### src/rtl/core/assert_macros.svh
// Assertion macros shared by the rod cutting RTL.
// Defining ASSERT_OFF compiles every check away.
`ifndef ASSERT_MACROS_SVH
`define ASSERT_MACROS_SVH
`ifndef ASSERT_OFF
`define ASSERT_ALWAYS(lbl, clk, rst, expr) \
   lbl: assert property (@(posedge clk) disable iff (rst) (expr)) \
      else $error("assertion failed");
`define ASSERT_SAME(lbl, clk, rst, ante, cons) \
   lbl: assert property (@(posedge clk) disable iff (rst) (ante) |-> (cons)) \
      else $error("assertion failed");
`define ASSERT_NEXT(lbl, clk, rst, ante, cons) \
   lbl: assert property (@(posedge clk) disable iff (rst) (ante) |=> (cons)) \
      else $error("assertion failed");
`else
`define ASSERT_ALWAYS(lbl, clk, rst, expr)
`define ASSERT_SAME(lbl, clk, rst, ante, cons)
`define ASSERT_NEXT(lbl, clk, rst, ante, cons)
`endif
`endif

### src/rtl/core/rco_pkg.sv
// Package for the rod cutting optimiser: widths, command codes, state and
// control types. No dependencies.
`timescale 1ns / 1ps
package rco_pkg;
   localparam int MAX_LEN     = 32;
   localparam int PRICE_W     = 16;
   localparam int IDX_W       = 5;
   localparam int LEN_W       = 6;
   localparam int REV_W       = 22;
   localparam int OUT_REV_W   = 21;
   localparam int CUT_W       = 5;
   localparam int MAX_RESULTS = 32;
   localparam int CNT_W       = 5;
   localparam int PADDR_W     = $clog2(MAX_LEN);
   localparam int DADDR_W     = $clog2(MAX_LEN + 1);
   localparam int DP_W        = REV_W + CUT_W;

   localparam logic CMD_LOAD  = 1'b0;
   localparam logic CMD_SOLVE = 1'b1;

   typedef enum logic [6:0] {
      ST_IDLE  = 7'b0000001,
      ST_INIT  = 7'b0000010,
      ST_FILL  = 7'b0000100,
      ST_DRAIN = 7'b0001000,
      ST_TREAD = 7'b0010000,
      ST_TEMIT = 7'b0100000,
      ST_ZERO  = 7'b1000000
   } state_type;

   typedef struct packed {
      logic             en;
      logic             first;
      logic [CUT_W-1:0] cut;
   } acc_ctrl_type;
endpackage

### src/rtl/core/rco_ram.sv
// Generic single write port RAM with registered read.
// No dependencies.
`timescale 1ns / 1ps
module rco_ram #(
   parameter int WIDTH = 8,
   parameter int DEPTH = 32
) (
   input  logic                     clock,
   input  logic                     wr_en,
   input  logic [$clog2(DEPTH)-1:0] wr_addr,
   input  logic [WIDTH-1:0]         wr_data,
   input  logic [$clog2(DEPTH)-1:0] rd_addr,
   output logic [WIDTH-1:0]         rd_data
);
   logic [WIDTH-1:0] mem_ff [DEPTH];
   logic [WIDTH-1:0] rd_data_ff;

   always_ff @(posedge clock) begin
      if (wr_en) begin
         mem_ff[wr_addr] <= wr_data;
      end
      rd_data_ff <= mem_ff[rd_addr];
   end

   assign rd_data = rd_data_ff;
endmodule

### src/rtl/core/rco_acc.sv
// Shared add-compare unit: price plus sub-revenue, keeps best and first cut.
// Depends on rco_pkg.
`timescale 1ns / 1ps
module rco_acc (
   input  logic                        clock,
   input  rco_pkg::acc_ctrl_type       ctrl,
   input  logic [rco_pkg::PRICE_W-1:0] price,
   input  logic [rco_pkg::REV_W-1:0]   rev,
   output logic [rco_pkg::REV_W-1:0]   best_next,
   output logic [rco_pkg::CUT_W-1:0]   cut_next
);
   import rco_pkg::*;

   logic [REV_W-1:0] best_ff;
   logic [CUT_W-1:0] cut_ff;
   logic [REV_W-1:0] cand;

   assign cand = REV_W'(price) + rev;

   always_comb begin
      best_next = best_ff;
      cut_next  = cut_ff;
      if (ctrl.en && (ctrl.first || cand > best_ff)) begin
         best_next = cand;
         cut_next  = ctrl.cut;
      end
   end

   always_ff @(posedge clock) begin
      best_ff <= best_next;
      cut_ff  <= cut_next;
   end
endmodule

### src/rtl/core/rod_cutting_optimizer.sv
// Rod cutting optimiser top level: sequencer, price and revenue tables.
// Depends on rco_pkg, rco_ram, rco_acc and assert_macros.svh.
//
// A solve of length n fills the revenue table with one add-compare per
// cycle in the fill state through a single shared unit, n(n+1)/2 in all,
// with a set-up state first and a drain state after each length, then
// traces back each piece with a table read state and a result state; busy
// stays high throughout. Results come one per rsp_strobe pulse and the
// receiver cannot hold them off.
`timescale 1ns / 1ps
`include "assert_macros.svh"
module rod_cutting_optimizer (
   input  logic                          clock,
   input  logic                          reset,
   input  logic                          start,
   output logic                          busy,
   input  logic                          req_command,
   input  logic [rco_pkg::IDX_W-1:0]     req_piece_index,
   input  logic [rco_pkg::PRICE_W-1:0]   req_price,
   input  logic [rco_pkg::LEN_W-1:0]     req_rod_length,
   output logic                          rsp_strobe,
   output logic [rco_pkg::OUT_REV_W-1:0] rsp_best_revenue,
   output logic [rco_pkg::LEN_W-1:0]     rsp_piece_length,
   output logic                          rsp_last_piece
);
   import rco_pkg::*;

   state_type              state_ff, state_in;
   logic [LEN_W-1:0]       n_ff, n_in;
   logic [LEN_W-1:0]       j_ff, j_in;
   logic [CUT_W-1:0]       i_ff, i_in;
   logic [LEN_W-1:0]       rem_ff, rem_in;
   logic [CNT_W-1:0]       cnt_ff, cnt_in;
   logic                   first_ff, first_in;
   logic [OUT_REV_W-1:0]   best_ff, best_in;
   logic [MAX_LEN-1:0]     pv_ff, pv_in;
   logic                   pv_rd_ff;
   logic                   d1_ff;
   logic [CUT_W-1:0]       i_d_ff;
   logic                   rsp_strobe_ff, rsp_strobe_in;
   logic [OUT_REV_W-1:0]   rsp_rev_ff, rsp_rev_in;
   logic [LEN_W-1:0]       rsp_len_ff, rsp_len_in;
   logic                   rsp_last_ff, rsp_last_in;

   logic                   accept;
   logic                   p_we;
   logic [PRICE_W-1:0]     p_rdata;
   logic [PRICE_W-1:0]     price_eff;
   logic                   dp_we;
   logic [DADDR_W-1:0]     dp_waddr, dp_raddr;
   logic [DP_W-1:0]        dp_wdata, dp_rdata;
   logic [LEN_W-1:0]       fill_addr;
   acc_ctrl_type           acc_ctrl;
   logic [REV_W-1:0]       acc_best;
   logic [CUT_W-1:0]       acc_cut;
   logic [LEN_W-1:0]       piece, rem_next;
   logic [OUT_REV_W-1:0]   rev_now;

   assign busy   = (state_ff != ST_IDLE);
   assign accept = start && !busy;
   assign p_we   = accept && (req_command == CMD_LOAD) &&
                   ({1'b0, req_piece_index} < (IDX_W + 1)'(MAX_LEN));

   rco_ram #(.WIDTH(PRICE_W), .DEPTH(MAX_LEN)) u_price_ram (
      .clock   (clock),
      .wr_en   (p_we),
      .wr_addr (req_piece_index[PADDR_W-1:0]),
      .wr_data (req_price),
      .rd_addr (i_ff[PADDR_W-1:0]),
      .rd_data (p_rdata)
   );

   assign price_eff = pv_rd_ff ? p_rdata : '0;
   assign fill_addr = j_ff - LEN_W'(1) - LEN_W'(i_ff);
   assign dp_raddr  = (state_ff == ST_FILL) ? fill_addr[DADDR_W-1:0]
                                            : rem_ff[DADDR_W-1:0];
   assign dp_we     = (state_ff == ST_INIT) || (state_ff == ST_DRAIN);
   assign dp_waddr  = (state_ff == ST_INIT) ? '0 : j_ff[DADDR_W-1:0];
   assign dp_wdata  = (state_ff == ST_INIT) ? '0 : {acc_best, acc_cut};

   rco_ram #(.WIDTH(DP_W), .DEPTH(MAX_LEN + 1)) u_dp_ram (
      .clock   (clock),
      .wr_en   (dp_we),
      .wr_addr (dp_waddr),
      .wr_data (dp_wdata),
      .rd_addr (dp_raddr),
      .rd_data (dp_rdata)
   );

   assign acc_ctrl.en    = d1_ff;
   assign acc_ctrl.first = (i_d_ff == '0);
   assign acc_ctrl.cut   = i_d_ff;

   rco_acc u_acc (
      .clock     (clock),
      .ctrl      (acc_ctrl),
      .price     (price_eff),
      .rev       (dp_rdata[DP_W-1:CUT_W]),
      .best_next (acc_best),
      .cut_next  (acc_cut)
   );

   // traceback of one piece
   always_comb begin
      piece = LEN_W'(dp_rdata[CUT_W-1:0]) + LEN_W'(1);
      if (piece > rem_ff) begin
         piece = rem_ff;
      end
      rem_next = rem_ff - piece;
      rev_now  = first_ff ? dp_rdata[CUT_W+OUT_REV_W-1:CUT_W] : best_ff;
   end

   always_comb begin
      state_in      = state_ff;
      n_in          = n_ff;
      j_in          = j_ff;
      i_in          = i_ff;
      rem_in        = rem_ff;
      cnt_in        = cnt_ff;
      first_in      = first_ff;
      best_in       = best_ff;
      pv_in         = pv_ff;
      rsp_strobe_in = 1'b0;
      rsp_rev_in    = rsp_rev_ff;
      rsp_len_in    = rsp_len_ff;
      rsp_last_in   = rsp_last_ff;
      case (state_ff)
         ST_IDLE: begin
            if (p_we) begin
               pv_in[req_piece_index[PADDR_W-1:0]] = 1'b1;
            end
            if (accept && req_command == CMD_SOLVE) begin
               n_in = (req_rod_length > LEN_W'(MAX_LEN)) ? LEN_W'(MAX_LEN)
                                                         : req_rod_length;
               state_in = ST_INIT;
            end
         end
         ST_INIT: begin
            j_in = LEN_W'(1);
            i_in = '0;
            state_in = (n_ff == '0) ? ST_ZERO : ST_FILL;
         end
         ST_FILL: begin
            if (LEN_W'(i_ff) == j_ff - LEN_W'(1)) begin
               state_in = ST_DRAIN;
            end else begin
               i_in = i_ff + CUT_W'(1);
            end
         end
         ST_DRAIN: begin
            i_in = '0;
            if (j_ff == n_ff) begin
               rem_in   = n_ff;
               cnt_in   = '0;
               first_in = 1'b1;
               state_in = ST_TREAD;
            end else begin
               j_in     = j_ff + LEN_W'(1);
               state_in = ST_FILL;
            end
         end
         ST_TREAD: begin
            state_in = ST_TEMIT;
         end
         ST_TEMIT: begin
            best_in       = rev_now;
            first_in      = 1'b0;
            rem_in        = rem_next;
            cnt_in        = cnt_ff + CNT_W'(1);
            rsp_strobe_in = 1'b1;
            rsp_rev_in    = rev_now;
            rsp_len_in    = piece;
            rsp_last_in   = (rem_next == '0) || (cnt_ff == CNT_W'(MAX_RESULTS - 1));
            state_in      = rsp_last_in ? ST_IDLE : ST_TREAD;
         end
         ST_ZERO: begin
            rsp_strobe_in = 1'b1;
            rsp_rev_in    = '0;
            rsp_len_in    = '0;
            rsp_last_in   = 1'b1;
            state_in      = ST_IDLE;
         end
         default: begin
            state_in = ST_IDLE;
         end
      endcase
   end

   always_ff @(posedge clock) begin
      if (reset) begin
         state_ff      <= ST_IDLE;
         pv_ff         <= '0;
         d1_ff         <= 1'b0;
         rsp_strobe_ff <= 1'b0;
      end else begin
         state_ff      <= state_in;
         pv_ff         <= pv_in;
         d1_ff         <= (state_ff == ST_FILL);
         rsp_strobe_ff <= rsp_strobe_in;
      end
   end

   always_ff @(posedge clock) begin
      n_ff        <= n_in;
      j_ff        <= j_in;
      i_ff        <= i_in;
      rem_ff      <= rem_in;
      cnt_ff      <= cnt_in;
      first_ff    <= first_in;
      best_ff     <= best_in;
      pv_rd_ff    <= pv_ff[i_ff[PADDR_W-1:0]];
      i_d_ff      <= i_ff;
      rsp_rev_ff  <= rsp_rev_in;
      rsp_len_ff  <= rsp_len_in;
      rsp_last_ff <= rsp_last_in;
   end

   assign rsp_strobe       = rsp_strobe_ff;
   assign rsp_best_revenue = rsp_rev_ff;
   assign rsp_piece_length = rsp_len_ff;
   assign rsp_last_piece   = rsp_last_ff;

   `ASSERT_NEXT(a_solve_busy, clock, reset, accept && req_command == CMD_SOLVE, busy)
   `ASSERT_NEXT(a_more_pieces, clock, reset, rsp_strobe && !rsp_last_piece, busy)
   `ASSERT_SAME(a_empty_last, clock, reset, rsp_strobe && rsp_piece_length == '0, rsp_last_piece)
   `ASSERT_SAME(a_fill_index, clock, reset, state_ff == ST_FILL, LEN_W'(i_ff) < j_ff)
   `ASSERT_ALWAYS(a_fill_bound, clock, reset, busy || !d1_ff)
endmodule
### config.mk
export PLATFORM = sky130hd
export DESIGN_NAME = rod_cutting_optimizer
export DESIGN_NICKNAME = d
export VERILOG_FILES = /design/src/rtl/core/rco_pkg.sv /design/src/rtl/core/rco_ram.sv /design/src/rtl/core/rco_acc.sv /design/src/rtl/core/rod_cutting_optimizer.sv
export VERILOG_INCLUDE_DIRS = /design/src /design/src/rtl/core
export SDC_FILE = /design/constraint.sdc
export NUM_CORES = 2
export LEC_CHECK = 0
export CORE_UTILIZATION = 31
export DETAILED_ROUTE_END_ITERATION = 6
export DONT_BUFFER_PORTS = 1
export MAX_ROUTING_LAYER = met4
export SLEW_MARGIN = 20
export SYNTH_ARGS = -nofsm -noshare
export SYNTH_HDL_FRONTEND = slang
export SYNTH_SLANG_ARGS = --single-unit
### constraint.sdc
create_clock -name clock -period 7.1 [get_ports clock]
set_clock_uncertainty 0.2 [all_clocks]
set_input_delay 0.71 -clock clock [delete_from_list [all_inputs] [get_ports clock]]
set_output_delay 0.71 -clock clock [all_outputs]
set_load 0.01 [all_outputs]
==> metrics.txt <==
setup tns final 0 ns; Synth area leader edfxtp_1; Syn Inst Count ~3700; vias per cell 5.27; fin cells ~6700; first-pass GRT wire length 254 mm; internal power roughly 15 mW; HP Class in -> reg; Yosys cell types 70; clock-pin transition on the worst setup and hold timing paths around 0.06 ns; Max clock buf depth 3; asr flop ratio synth 0%; Clock Latency Late Sink ~0.81 ns; I/O Pins 61; Combinational Power Share ~1.2%; vias in the first global route 34300; crit path kind reg -> reg; post-route design area about 0.073 mm²; worst rel slew slack a little under a quarter; Port Buffers 0; Layout area overhead 15.1%; synth top area cells edfxtp_1 (70%), mux4_2 (8.0%), dfxtp_1 (3.7%); Slew @ Worst Pin ~1.1 ns; most common cell after layout, fill and taps aside edfxtp_1; H-tree lvl count 4; DR iter-0 viols 3634; f_max around 150 MHz; Die Wd around 450 µm; CTS resizes 0; critical path peak fanout 33; fillers 18800; Net Sw Power a little under 4 mW; Final Setup Violations 0; worst IR drop on VDD roughly 210 µV; CTS Buf Count roughly 160; Final Max Slew Viols 0; fin nets 3944; Cell Pwr Density around 260 mW/mm²; Critical Path End Type flip-flop; Die Ht roughly 450 µm; routed len/inst approximately 27 µm; Post-Syn Area 0.0635 mm²; share of the synthesized area in the top cell type a little over two thirds; Leak approximately 23 nW; status completed; Final Hold Viols 0; Syn Nets ~3800; layout cells sized above 1 a little under a fifth; Total Routing Usage GR between 10% and 20%; Sw Share a little over 20%; CTS tree done; Data arrival, critical path between 6 and 7 ns; DP Area approximately 0.067 mm²; Root Driver clkbuf_16; die area roughly 0.21 mm²; most frequent cells in the layout edfxtp_1 (1481), nand2_1 (378), mux4_2 (224); total grt overflow 0; Max Cap Viol 0; warnings from Yosys 0; sequential element share of the synthesized area about 74%; ys flop type edfxtp_1; DR vias approximately 35000; DRC Markers 0; Tmin final ~6.7 ns; Pre-Repair DR Iteration Count 6; CP required about 7.3 ns; Synth Area per Inst around 17 µm²; synthesized flop and latch total around 1600; pin count of the biggest net entering global routing 140; final worst path period share between 90% and 100%; routability cong. between 0.8 and 0.9; CTS Sinks roughly 1600; antenna viol nets, final 0; R2R Setup Slk 0.44 ns; DP Cell Count 6324; clock power share around 45%; Post-synth EDFFs about 1500; FP Rows approximately 170; Startpoint Class flip-flop; unrepaired setup endpoints after global routing no; core area 0.203 mm²; Detailed Route WL around 180 mm; Starting Density a little under a third; initial antenna violation count 16; DP Wirelength 95.7 mm; Flop pwr share roughly 54%
==> state kept, by name, indices dropped and copies added, names as in the netlist, 7 cells and up <==
name / cells
pv_ff: 32
best_ff: 21
rsp_best_revenue: 21
u_dp_ram.rd_data: 27
u_acc.best_ff: 22
u_price_ram.mem_ff: 512
u_price_ram.rd_data: 16
state_ff: 7
u_dp_ram.mem_ff: 891
==> synth_stat cells, types with 27 or more instances <==
library cell and count:
edfxtp_1 1481, nand2_1 379, nor2_1 233, mux4_2 224, mux2i_1 137, dfxtp_1 117, clkbuf_1 104, nand3_1 89
a21oi_1 86, a32oi_1 80, and2_1 68, ha_1 60, a31oi_1 58, a211oi_1 57, o21ai_0 54, buf_2 53
inv_1 50, mux2_2 41, and3_1 33, a211o_1 28, o22ai_1 27, xnor2_1 27
==> cell type report <==
cell class              count  area [µm²]  area share, %
inverters                  53         199          0.272
clock inverters            81         936           1.28
flip-flops and latches   1598       46800           64.1
multi-input cells        1887       15900           21.8
clock buffers             228        4520           6.18
well taps                2672        3340           4.58
repair buffers            146        1270           1.74
diodes                      9        22.5         0.0308
==> worst max-delay path, cell delays in order (launching register included) <==
cell,delay [ns]
dfxtp_1,0.58
and2_1,0.24
ha_1,0.25
a211oi_1,0.26
o21bai_1,0.12
a21oi_1,0.39
o31ai_1,0.25
a211o_1,0.38
nand3_1,0.11
xor2_1,0.30
inv_1,0.10
ha_1,0.29
and4_1,0.28
nand2_1,0.07
or4_1,0.41
o21ai_0,0.32
or2_1,0.37
buf_12,0.25
mux2_1,0.22
and2_1,0.89
==> timing repair <==
item,CTS,global route
hold buffers,30,0
hold endpoints to repair,559,0
setup buffers,0,0
==> metrics by stage <==
| stage | util [%] | power, mW | setup slack [ns] | hold slack, ns |
|---|---|---|---|---|
| after global placement | 33.1 | 10.6 | 0.644 | 0.231 |
| final | 36.0 | 19.1 | 0.435 | 0.0981 |
| after floorplan | - | 10.6 | 1.54 | 0.146 |
| after CTS | 36.0 | 19.3 | 0.622 | 0.0368 |
| after detailed placement | 33.1 | 10.6 | 0.631 | 0.239 |
| after global routing | 36.0 | 19.6 | 0.0389 | 0.0919 |
==> power groups by stage <==
stage	clock network (mW)	registers [mW]	logic (mW)
CTS	8.80	10.2	0.226
detailed placement	0	10.4	0.162
finish	8.66	10.2	0.223
global placement	0	10.4	0.159
global route	9.15	10.2	0.241
floorplan	0	10.4	0.109
==> final timing paths <==
| kind | cells after the start | startpoint | end |
|---|---|---|---|
| max | 19 | pv_rd_ff | u_dp_ram.mem_ff[21][17] |
| min | 3 | req_command | state_ff[0] |
| min reg2reg | 1 | u_dp_ram.mem_ff[32][23] | u_dp_ram.rd_data[23] |
| max reg2reg | 19 | pv_rd_ff | u_dp_ram.mem_ff[21][17] |
==> cell families (layout without fill, tap and decap cells) <==
| kind of cell | Yosys count | count (layout) | share of synthesized area, % |
|---|---|---|---|
| AND/OR/NAND/NOR | 903 | 903 | 6.43 |
| XOR/XNOR | 47 | 47 | 0.649 |
| multiplexers | 408 | 408 | 10.9 |
| AO/OA/AOI/OAI | 466 | 466 | 5.16 |
| buffers and inverters | 254 | 508 | 1.75 |
| other | 0 | 9 | 0 |
| adder cells (fa/ha/maj) | 63 | 63 | 1.28 |
| flip-flops | 1598 | 1598 | 73.8 |
==> layer usage <==
metal  vias to the layer above  GRT usage [%]  part of all wire [%]
met3                       362           3.39                   7.2
met1                     18400           21.6                    39
met5                         -              -                     0
met4                         0           6.41                   3.5
li1                      15000              -                     -
met2                      1462           29.5                    50
No activity file was read; power rests on OpenSTA's default activity.
